### src/sv/countdown_timer_bank_macros.svh
// Assertion macros for the countdown timer bank.
// Included by the top level only; expects clk and rst in scope.
`ifndef COUNTDOWN_TIMER_BANK_MACROS_SVH
`define COUNTDOWN_TIMER_BANK_MACROS_SVH
`ifndef SYNTHESIS
// Checked property, off while reset is high
`define CTB_ASSERT(lbl, prop, msg) \
  lbl: assert property (@(posedge clk) disable iff (rst) prop) else $error(msg);
// Checked property, also active during reset
`define CTB_ASSERT_RST(lbl, prop, msg) \
  lbl: assert property (@(posedge clk) prop) else $error(msg);
`else
`define CTB_ASSERT(lbl, prop, msg)
`define CTB_ASSERT_RST(lbl, prop, msg)
`endif
`endif

### src/sv/ctb_pkg.sv
// Shared constants, codes and controller/datapath interface structs
// for the countdown timer bank. No dependencies.
package ctb_pkg;

  // Defaults
  localparam int NUM_TIMERS_DEF = 40;
  localparam int MS_PER_SECOND  = 1000;
  localparam logic [7:0] ADC_PERIOD_RST = 8'd5;
  localparam logic [7:0] NO_HANDLE      = 8'hFF;

  // Opcodes
  localparam logic [2:0] OP_TICK   = 3'd0;
  localparam logic [2:0] OP_ALLOC  = 3'd1;
  localparam logic [2:0] OP_START  = 3'd2;
  localparam logic [2:0] OP_STOP   = 3'd3;
  localparam logic [2:0] OP_QUERY  = 3'd4;
  localparam logic [2:0] OP_READ   = 3'd5;
  localparam logic [2:0] OP_SETCLK = 3'd6;
  localparam logic [2:0] OP_RDCLK  = 3'd7;

  // Result status codes
  localparam logic [1:0] STS_OK         = 2'd0;
  localparam logic [1:0] STS_BAD_HANDLE = 2'd1;
  localparam logic [1:0] STS_FULL       = 2'd2;

  // Query results
  localparam logic [1:0] TS_EXPIRED = 2'd0;
  localparam logic [1:0] TS_RUNNING = 2'd1;
  localparam logic [1:0] TS_STOPPED = 2'd2;
  localparam logic [1:0] TS_INVALID = 2'd3;

  // Controller -> datapath commands
  typedef struct packed {
    logic accept;    // latch the incoming item
    logic rd_slot;   // read the addressed slot
    logic rd_first;  // read slot 0 (start of tick walk)
    logic rd_next;   // read the slot after the last one read
    logic scan_wr;   // write back the decremented slot just read
    logic finish;    // commit the item and load the result register
  } ctb_cmd_t;

  // Datapath -> controller status
  typedef struct packed {
    logic [2:0] op;
    logic       handle_ok;
    logic       scan_last;
    logic       out_valid;
  } ctb_sts_t;

endpackage

### src/sv/ctb_ctrl.sv
// Sequencer for the countdown timer bank: accepts an item, walks the slot
// memory on a tick, and hands the result over. Depends on ctb_pkg.
module ctb_ctrl
  import ctb_pkg::*;
(
  input  logic     clk,
  input  logic     rst,
  input  logic     in_valid,
  input  logic     out_ready,
  input  ctb_sts_t sts,
  output logic     in_ready,
  output ctb_cmd_t cmd
);

  localparam logic [1:0] S_IDLE     = 2'd0;
  localparam logic [1:0] S_DISPATCH = 2'd1;
  localparam logic [1:0] S_SCAN     = 2'd2;
  localparam logic [1:0] S_FINISH   = 2'd3;

  logic [1:0] state, state_next;

  // State register
  always_ff @(posedge clk) begin
    if (rst) begin
      state <= S_IDLE;
    end else begin
      state <= state_next;
    end
  end

  assign in_ready = (state == S_IDLE);

  // Next state and commands
  always_comb begin
    state_next = state;
    cmd        = '0;
    unique case (state)
      S_IDLE: begin
        if (in_valid) begin
          cmd.accept = 1'b1;
          state_next = S_DISPATCH;
        end
      end
      S_DISPATCH: begin
        if (sts.op == OP_TICK) begin
          cmd.rd_first = 1'b1;
          state_next   = S_SCAN;
        end else begin
          // stop, query and read need the slot entry
          if (sts.handle_ok &&
              (sts.op == OP_STOP || sts.op == OP_QUERY || sts.op == OP_READ)) begin
            cmd.rd_slot = 1'b1;
          end
          state_next = S_FINISH;
        end
      end
      S_SCAN: begin
        cmd.scan_wr = 1'b1;
        if (sts.scan_last) begin
          state_next = S_FINISH;
        end else begin
          cmd.rd_next = 1'b1;
        end
      end
      S_FINISH: begin
        if (!sts.out_valid || out_ready) begin
          cmd.finish = 1'b1;
          state_next = S_IDLE;
        end
      end
      default: begin
        state_next = S_IDLE;
      end
    endcase
  end

endmodule

### src/sv/ctb_datapath.sv
// Datapath of the countdown timer bank: slot memory with valid bits,
// clock and converter counters, allocation count, result register.
// Depends on ctb_pkg.
module ctb_datapath
  import ctb_pkg::*;
#(
  parameter int NUM_TIMERS = NUM_TIMERS_DEF
) (
  input  logic        clk,
  input  logic        rst,
  input  ctb_cmd_t    cmd,
  output ctb_sts_t    sts,
  input  logic        cfg_we,
  input  logic [7:0]  cfg_data,
  input  logic [2:0]  opcode,
  input  logic [7:0]  handle,
  input  logic [31:0] load_value,
  input  logic        out_ready,
  output logic        out_valid,
  output logic [1:0]  status,
  output logic [7:0]  granted_handle,
  output logic [1:0]  timer_state,
  output logic [31:0] remaining_ms,
  output logic [31:0] clock_seconds,
  output logic        adc_start
);

  localparam int SLOT_W = (NUM_TIMERS > 1) ? $clog2(NUM_TIMERS) : 1;
  localparam int CNT_W  = $clog2(NUM_TIMERS + 1);
  localparam logic [SLOT_W-1:0] LAST_SLOT = SLOT_W'(NUM_TIMERS - 1);
  localparam logic [CNT_W-1:0]  NUM_CNT   = CNT_W'(NUM_TIMERS);
  localparam logic [7:0]        NUM_H     = 8'(NUM_TIMERS);
  localparam logic [9:0]        LAST_MS   = 10'(MS_PER_SECOND - 1);

  // Latched item
  logic [2:0]  op;
  logic [7:0]  hnd;
  logic [31:0] load;

  always_ff @(posedge clk) begin
    if (cmd.accept) begin
      op   <= opcode;
      hnd  <= handle;
      load <= load_value;
    end
  end

  logic              handle_ok;
  logic [SLOT_W-1:0] slot_sel;

  assign handle_ok = !hnd[7] && ({1'b0, hnd[6:0]} < NUM_H);
  assign slot_sel  = hnd[SLOT_W-1:0];

  // Slot memory: {running, count}; valid bits stand for the reset value
  logic [32:0]           mem [NUM_TIMERS];
  logic [NUM_TIMERS-1:0] slot_valid;
  logic [32:0]           rd_data;
  logic                  rd_hit;
  logic [SLOT_W-1:0]     rd_addr_q;
  logic                  rd_en;
  logic [SLOT_W-1:0]     rd_addr;
  logic                  wr_en;
  logic [SLOT_W-1:0]     wr_addr;
  logic [32:0]           wr_data;

  assign rd_en = cmd.rd_slot | cmd.rd_first | cmd.rd_next;

  always_comb begin
    rd_addr = slot_sel;
    if (cmd.rd_first) begin
      rd_addr = '0;
    end else if (cmd.rd_next) begin
      rd_addr = rd_addr_q + 1'b1;
    end
  end

  always_ff @(posedge clk) begin
    if (rd_en) begin
      rd_data   <= mem[rd_addr];
      rd_hit    <= slot_valid[rd_addr];
      rd_addr_q <= rd_addr;
    end
  end

  always_ff @(posedge clk) begin
    if (wr_en) begin
      mem[wr_addr] <= wr_data;
    end
  end

  always_ff @(posedge clk) begin
    if (rst) begin
      slot_valid <= '0;
    end else if (wr_en) begin
      slot_valid[wr_addr] <= 1'b1;
    end
  end

  logic [32:0] entry;
  logic        ent_run;
  logic [31:0] ent_cnt;

  assign entry   = rd_hit ? rd_data : '0;
  assign ent_run = entry[32];
  assign ent_cnt = entry[31:0];

  // Scalar state
  logic [7:0]       adc_period;
  logic [9:0]       millis;
  logic [31:0]      seconds;
  logic [7:0]       adc_cnt;
  logic [CNT_W-1:0] alloc_cnt;

  logic [9:0]       millis_next;
  logic [31:0]      seconds_next;
  logic [7:0]       adc_cnt_next;
  logic [CNT_W-1:0] alloc_cnt_next;
  logic [7:0]       adc_inc;

  logic [1:0]  status_n;
  logic [7:0]  granted_n;
  logic [1:0]  tstate_n;
  logic [31:0] remain_n;
  logic        adc_n;

  assign adc_inc = adc_cnt + 8'd1;

  // Item effects and result fields
  always_comb begin
    millis_next    = millis;
    seconds_next   = seconds;
    adc_cnt_next   = adc_cnt;
    alloc_cnt_next = alloc_cnt;
    status_n       = STS_OK;
    granted_n      = NO_HANDLE;
    tstate_n       = TS_EXPIRED;
    remain_n       = '0;
    adc_n          = 1'b0;
    unique case (op) inside
      OP_TICK: begin
        if (millis >= LAST_MS) begin
          millis_next  = '0;
          seconds_next = seconds + 32'd1;
        end else begin
          millis_next = millis + 10'd1;
        end
        if (adc_inc >= adc_period) begin
          adc_n        = 1'b1;
          adc_cnt_next = '0;
        end else begin
          adc_cnt_next = adc_inc;
        end
      end
      OP_ALLOC: begin
        // slots are never freed, so the used slots are always a prefix
        if (alloc_cnt < NUM_CNT) begin
          granted_n      = 8'(alloc_cnt);
          alloc_cnt_next = alloc_cnt + 1'b1;
        end else begin
          status_n = STS_FULL;
        end
      end
      OP_START, OP_STOP: begin
        if (!handle_ok) begin
          status_n = STS_BAD_HANDLE;
        end
      end
      OP_QUERY: begin
        if (!handle_ok) begin
          status_n = STS_BAD_HANDLE;
          tstate_n = TS_INVALID;
        end else if (!ent_run) begin
          tstate_n = TS_STOPPED;
        end else if (ent_cnt != 32'd0) begin
          tstate_n = TS_RUNNING;
        end
      end
      OP_READ: begin
        if (!handle_ok) begin
          status_n = STS_BAD_HANDLE;
        end else if (ent_run) begin
          remain_n = ent_cnt;
        end
      end
      OP_SETCLK: begin
        seconds_next = load;
        millis_next  = '0;
      end
      OP_RDCLK: begin
      end
      default: begin
      end
    endcase
  end

  // Memory write: tick walk, start load, stop clears the running flag
  always_comb begin
    wr_en   = 1'b0;
    wr_addr = rd_addr_q;
    wr_data = {ent_run, ent_cnt - 32'(ent_cnt != 32'd0)};
    if (cmd.scan_wr) begin
      wr_en = 1'b1;
    end else if (cmd.finish && handle_ok && op == OP_START) begin
      wr_en   = 1'b1;
      wr_addr = slot_sel;
      wr_data = {1'b1, load};
    end else if (cmd.finish && handle_ok && op == OP_STOP) begin
      wr_en   = 1'b1;
      wr_addr = slot_sel;
      wr_data = {1'b0, ent_cnt};
    end
  end

  // Control-side registers
  always_ff @(posedge clk) begin
    if (rst) begin
      adc_period <= ADC_PERIOD_RST;
      millis     <= '0;
      seconds    <= '0;
      adc_cnt    <= '0;
      alloc_cnt  <= '0;
      out_valid  <= 1'b0;
    end else begin
      if (cfg_we) begin
        adc_period <= cfg_data;
      end
      if (cmd.finish) begin
        millis    <= millis_next;
        seconds   <= seconds_next;
        adc_cnt   <= adc_cnt_next;
        alloc_cnt <= alloc_cnt_next;
        out_valid <= 1'b1;
      end else if (out_ready) begin
        out_valid <= 1'b0;
      end
    end
  end

  // Result register
  always_ff @(posedge clk) begin
    if (cmd.finish) begin
      status         <= status_n;
      granted_handle <= granted_n;
      timer_state    <= tstate_n;
      remaining_ms   <= remain_n;
      clock_seconds  <= seconds_next;
      adc_start      <= adc_n;
    end
  end

  assign sts.op        = op;
  assign sts.handle_ok = handle_ok;
  assign sts.scan_last = (rd_addr_q == LAST_SLOT);
  assign sts.out_valid = out_valid;

endmodule

### src/sv/countdown_timer_bank.sv
// Bank of NUM_TIMERS millisecond countdown timers with a seconds clock and
// a converter-start divider. One command item in, one result item out.
// A tick walks the slot memory one slot per cycle through a single read
// and a single write port; every other command skips the walk. Results
// sit in an output register; a new item is taken once the previous one
// has been committed there. No clearing pass after reset: per-slot valid
// bits stand for the zeroed slots.
`include "countdown_timer_bank_macros.svh"

module countdown_timer_bank
  import ctb_pkg::*;
#(
  parameter int NUM_TIMERS = NUM_TIMERS_DEF
) (
  input  logic        clk,
  input  logic        rst,
  input  logic        cfg_we,
  input  logic [7:0]  cfg_data,
  input  logic        in_valid,
  output logic        in_ready,
  input  logic [2:0]  opcode,
  input  logic [7:0]  handle,
  input  logic [31:0] load_value,
  output logic        out_valid,
  input  logic        out_ready,
  output logic [1:0]  status,
  output logic [7:0]  granted_handle,
  output logic [1:0]  timer_state,
  output logic [31:0] remaining_ms,
  output logic [31:0] clock_seconds,
  output logic        adc_start
);

  ctb_cmd_t cmd;
  ctb_sts_t sts;

  ctb_ctrl u_ctrl (
    .clk       (clk),
    .rst       (rst),
    .in_valid  (in_valid),
    .out_ready (out_ready),
    .sts       (sts),
    .in_ready  (in_ready),
    .cmd       (cmd)
  );

  ctb_datapath #(
    .NUM_TIMERS (NUM_TIMERS)
  ) u_dp (
    .clk            (clk),
    .rst            (rst),
    .cmd            (cmd),
    .sts            (sts),
    .cfg_we         (cfg_we),
    .cfg_data       (cfg_data),
    .opcode         (opcode),
    .handle         (handle),
    .load_value     (load_value),
    .out_ready      (out_ready),
    .out_valid      (out_valid),
    .status         (status),
    .granted_handle (granted_handle),
    .timer_state    (timer_state),
    .remaining_ms   (remaining_ms),
    .clock_seconds  (clock_seconds),
    .adc_start      (adc_start)
  );

  // Result carries no slot grant
  logic no_grant;

  assign no_grant = (granted_handle == NO_HANDLE);

  // One item at a time: accepting closes the input until the result is committed
  `CTB_ASSERT(a_one_item, in_valid && in_ready |=> !in_ready, "item accepted while busy")
  // A granted slot always reports success
  `CTB_ASSERT(a_grant_ok, out_valid && !no_grant |-> status == STS_OK, "grant without ok status")
  // Invalid query state only with a bad-handle status
  `CTB_ASSERT(a_inv_state, out_valid && timer_state == TS_INVALID |-> status == STS_BAD_HANDLE, "bad state")
  // Converter pulse only on tick results, which grant nothing
  `CTB_ASSERT(a_adc_tick, out_valid && adc_start |-> status == STS_OK && no_grant, "stray pulse")
  // Out of reset the block is ready and holds no result
  `CTB_ASSERT_RST(a_reset, rst |=> in_ready && !out_valid, "busy after reset")

endmodule
### config.mk
export PLATFORM = sky130hd
export DESIGN_NAME = countdown_timer_bank
export DESIGN_NICKNAME = d
export VERILOG_FILES = /design/src/sv/ctb_pkg.sv /design/src/sv/ctb_ctrl.sv /design/src/sv/ctb_datapath.sv /design/src/sv/countdown_timer_bank.sv
export VERILOG_INCLUDE_DIRS = /design/src /design/src/sv
export SDC_FILE = /design/constraint.sdc
export NUM_CORES = 2
export LEC_CHECK = 0
export ABC_AREA = 1
export BUFFER_PORTS_ARGS = -buffer_cell sky130_fd_sc_hd__buf_2
export CAP_MARGIN = 40
export CORE_MARGIN = 1
export CORE_UTILIZATION = 40
export DETAILED_ROUTE_END_ITERATION = 6
export GPL_TIMING_DRIVEN = 0
export PLACE_DENSITY = 0.68
export SLEW_MARGIN = 20
export SYNTH_ARGS = -nofsm -noshare
export SYNTH_HDL_FRONTEND = slang
export SYNTH_SLANG_ARGS = --single-unit
### constraint.sdc
create_clock -name clk -period 6.15 [get_ports clk]
set_input_delay 1.845 -clock clk [delete_from_list [all_inputs] [get_ports clk]]
set_output_delay 1.845 -clock clk [all_outputs]
set_load 0.02 [all_outputs]
==> metrics.yaml <==
worst_pin_slew_ns: 0.896
drtIter0Drc: 6151
fin_skew_ns: 0.0277
final_nets: 6407
die_width_microns: 410
cts_root_buffer: "clkbuf_16"
ant_nets: 0
final_util: 0.469
crit_chain: "buf_6 -> buf_6 -> clkbuf_1 -> nand2_1 -> inv_1 -> nor2_1 -> nand2_1 -> inv_1 -> nand4_1 -> nor3_1 -> nand2_1 -> ha_1 -> nand2_1 -> nor2_2 -> nand2_1 -> nor2_4 -> nand3_1 -> nor3_4 -> nand2_1 -> o311ai_2 -> buf_4 -> buf_4 -> buf_4"
final_cells: 8659
yosys-top-cells-area: "edfxtp_1 (67%), nand2_1 (8.1%), nand3_1 (5.0%)"
fp-row-count: 149
viasPerCell: 5.48
finalHoldViolCount: 0
num_io_pins: 135
ys_ff_latch: 1586
hp-class: "register to register"
placedCellCount: 8349
die_area_sq_um: 168000
fmax_ghz: 0.193
ys_seq_area_frac: 0.700
ys_types: 55
cts_inserted_buffers: 159
relSlewSlack: 0.400
clkTransAtPathRegs_ns: 0.06
period_share: 0.843
synthCells: 5907
clk_latency_ns: 0.81
ctsHoldBuffers: 0
area_delta_synth_final_pct: 16.3
grt_max_degree: 63
wl_per_cell_microns: 23.9
cts_tree: "yes"
cts_buffer_depth: 3
crit_buf_inv: 8
startpoint_type: "register"
ys_warn_count: 0
synth.cell_area_sq_um: 66500
layout-drive-gt1-share: 0.130
slowest_delay_ns: 0.72
fin_crit_ns: 5.18
post-cts-setup-buffers: 0
grt_pass1_wl_microns: 297000
htree_levels: 4
routed_wl_microns: 207000
syn_avg_cell_area_sq_um: 11.3
first_pass_iters: 7
track_usage: 0.241
start_util: 0.403
max-cap-violations: 0
p_leak_uw: 0.0285
path_class: "register to register"
grt_pass1_vias: 45056
slowest_stage: "o311ai_2"
power_density_nw_per_um2: 531
slew_viol_final: 0
cts_resized: 0
synthArstFlopShare: 0
path_max_fanout: 11
grt_antenna_before_repair: 13
core_area_sq_um: 165000
synth-edff-count: 1479
worstPathArrival_ns: 5.81
path_common_cell: "nand2_1"
rsz0062_at_grt: "no"
dp_hpwl_microns: 150000
yosys_most_used_dff: "edfxtp_1"
port_buffers: 133
place_congestion: 1.01
yosysTopAreaCell: "edfxtp_1"
cp_data_required_time_ns: 6.78
drc: 100
vias: 47425
setup_viol: 0
vdd_ir_drop_max_v: 0.000367
clock-sinks: 1586
violations: "DRC"
yosys.area.top_type_share: 0.668
syn-num-nets: 5982
critPathCaptureType: "register"
cpLargestDelayFamily: "simple AND/OR/NAND/NOR gates"
status: "finished, violations left"
die_y_microns: 410
grt_overflow: 0
-- placed cells by master (no fill, tap or decap), types with 19 or more instances in the layout --
master,instances
edfxtp_1,1479
nand2_1,1438
nand3_1,661
nor2_1,452
o21ai_0,365
inv_1,357
buf_2,294
o211ai_1,186
clkbuf_16,163
clkbuf_1,143
a21oi_1,142
dfxtp_1,107
buf_4,89
inv_2,52
o21ai_1,44
clkinv_1,43
xor2_1,42
buf_12,36
or2_0,34
or2_2,30
nand4_1,28
buf_16,28
nor3_1,26
clkinv_2,26
buf_6,19
ha_1,19
-- flip-flops by register name (all words and copies together) (netlist names), 2 cells and up --
signal               flops
u_ctrl.state             2
u_dp.adc_cnt             8
u_dp.adc_period          8
u_dp.alloc_cnt           6
u_dp.clock_seconds      32
u_dp.granted_handle      7
u_dp.hnd                 8
u_dp.load               32
u_dp.mem              1320
u_dp.millis             10
u_dp.op                  3
u_dp.rd_addr_q           6
u_dp.rd_data            33
u_dp.remaining_ms       32
u_dp.seconds            32
u_dp.slot_valid         40
u_dp.status              2
u_dp.timer_state         2
-- cell families after synthesis --
| group | Yosys count | share of synthesized area |
|---|---|---|
| buffers and inverters | 741 | 0.0482 |
| flip-flops | 1586 | 0.700 |
| AO/OA/AOI/OAI | 797 | 0.0693 |
| adder cells (fa/ha/maj) | 19 | 0.00357 |
| XOR/XNOR | 44 | 0.00579 |
| AND/OR/NAND/NOR | 2720 | 0.173 |
-- per-layer routing --
metal  track usage  up-vias  share of wire
met5             0        -        0.00016
met4         0.112        6          0.050
met3        0.0616      430           0.11
met2         0.374     2597           0.45
met1         0.318    22965           0.39
li1              -    21427              -
-- layout make-up --
class,instances,area [sq um]
tap,2189,2740
multi-input combinational,3580,17000
timing repair buffer,264,2710
sequential,1586,46600
antenna,5,12.5
inverter,413,1550
clock inverter,94,830
fill,14574,87600
clock buffer,200,4270
buffer,328,1660
-- final timing paths --
check	start	endpoint	slack, ns	cells past startpoint
worst max-delay path	u_dp.rd_hit$_DFFE_PP_	u_dp.mem[9][22]$_DFFE_PP_	0.97	23
worst min register to register	u_dp.slot_valid[31]$_SDFFE_PP0N_	u_dp.slot_valid[31]$_SDFFE_PP0N_	0.46	2
worst min-delay path	u_dp.slot_valid[31]$_SDFFE_PP0N_	u_dp.slot_valid[31]$_SDFFE_PP0N_	0.46	2
worst max register to register	u_dp.rd_hit$_DFFE_PP_	u_dp.mem[9][22]$_DFFE_PP_	0.97	23
-- synthesized netlist by cell type (4+ instances only) --
| cell type | n |
|---|---|
| ha_1 | 19 |
| or2_0 | 34 |
| inv_2 | 14 |
| nor2_2 | 12 |
| o21bai_1 | 7 |
| or2_2 | 30 |
| o21ai_1 | 44 |
| nand2_2 | 6 |
| o311ai_0 | 4 |
| buf_1 | 9 |
| a21oi_1 | 150 |
| dfxtp_1 | 107 |
| edfxtp_1 | 1479 |
| inv_1 | 396 |
| nor2_1 | 452 |
| o21ai_2 | 4 |
| nand3_1 | 663 |
| nand4_1 | 28 |
| o221ai_1 | 7 |
| buf_4 | 39 |
| o21a_1 | 4 |
| nand3_2 | 4 |
| nand2_1 | 1441 |
| a31oi_1 | 5 |
| nor3_1 | 26 |
| o211ai_1 | 186 |
| clkbuf_1 | 112 |
| o22ai_1 | 5 |
| buf_2 | 157 |
| o21ai_0 | 367 |
| nand3b_1 | 6 |
| buf_6 | 11 |
| xor2_1 | 42 |
-- where the power goes --
part	internal (uW)	total [uW]	leakage (uW)	switching, uW
Combinational	4380	16900	0.0116	12500
Clock	5430	9580	0.00249	4150
Sequential	14400	14600	0.0144	234
Total	24200	41100	0.0285	16900
-- stage by stage --
step	TNS, ns	power [uW]	area, sq um	setup WS, ns	hold slack [ns]
2_1_floorplan	0	23000	66500	0.208	0.431
3_3_place_gp	-2442.93	29800	69900	-7.08	0.442
3_5_place_dp	0	31200	72100	0.809	0.447
4_1_cts	0	40700	77200	1.08	0.456
5_1_grt	0	42500	77300	0.784	0.467
6_report	0	41100	77400	0.968	0.460
-- tightest hold or removal path, cell delays in order (launching register included) --
cell and delay [ns]:
dfxtp_1 0.30, inv_1 0.06, a21oi_1 0.06
Power figures use the tool's default switching activity.
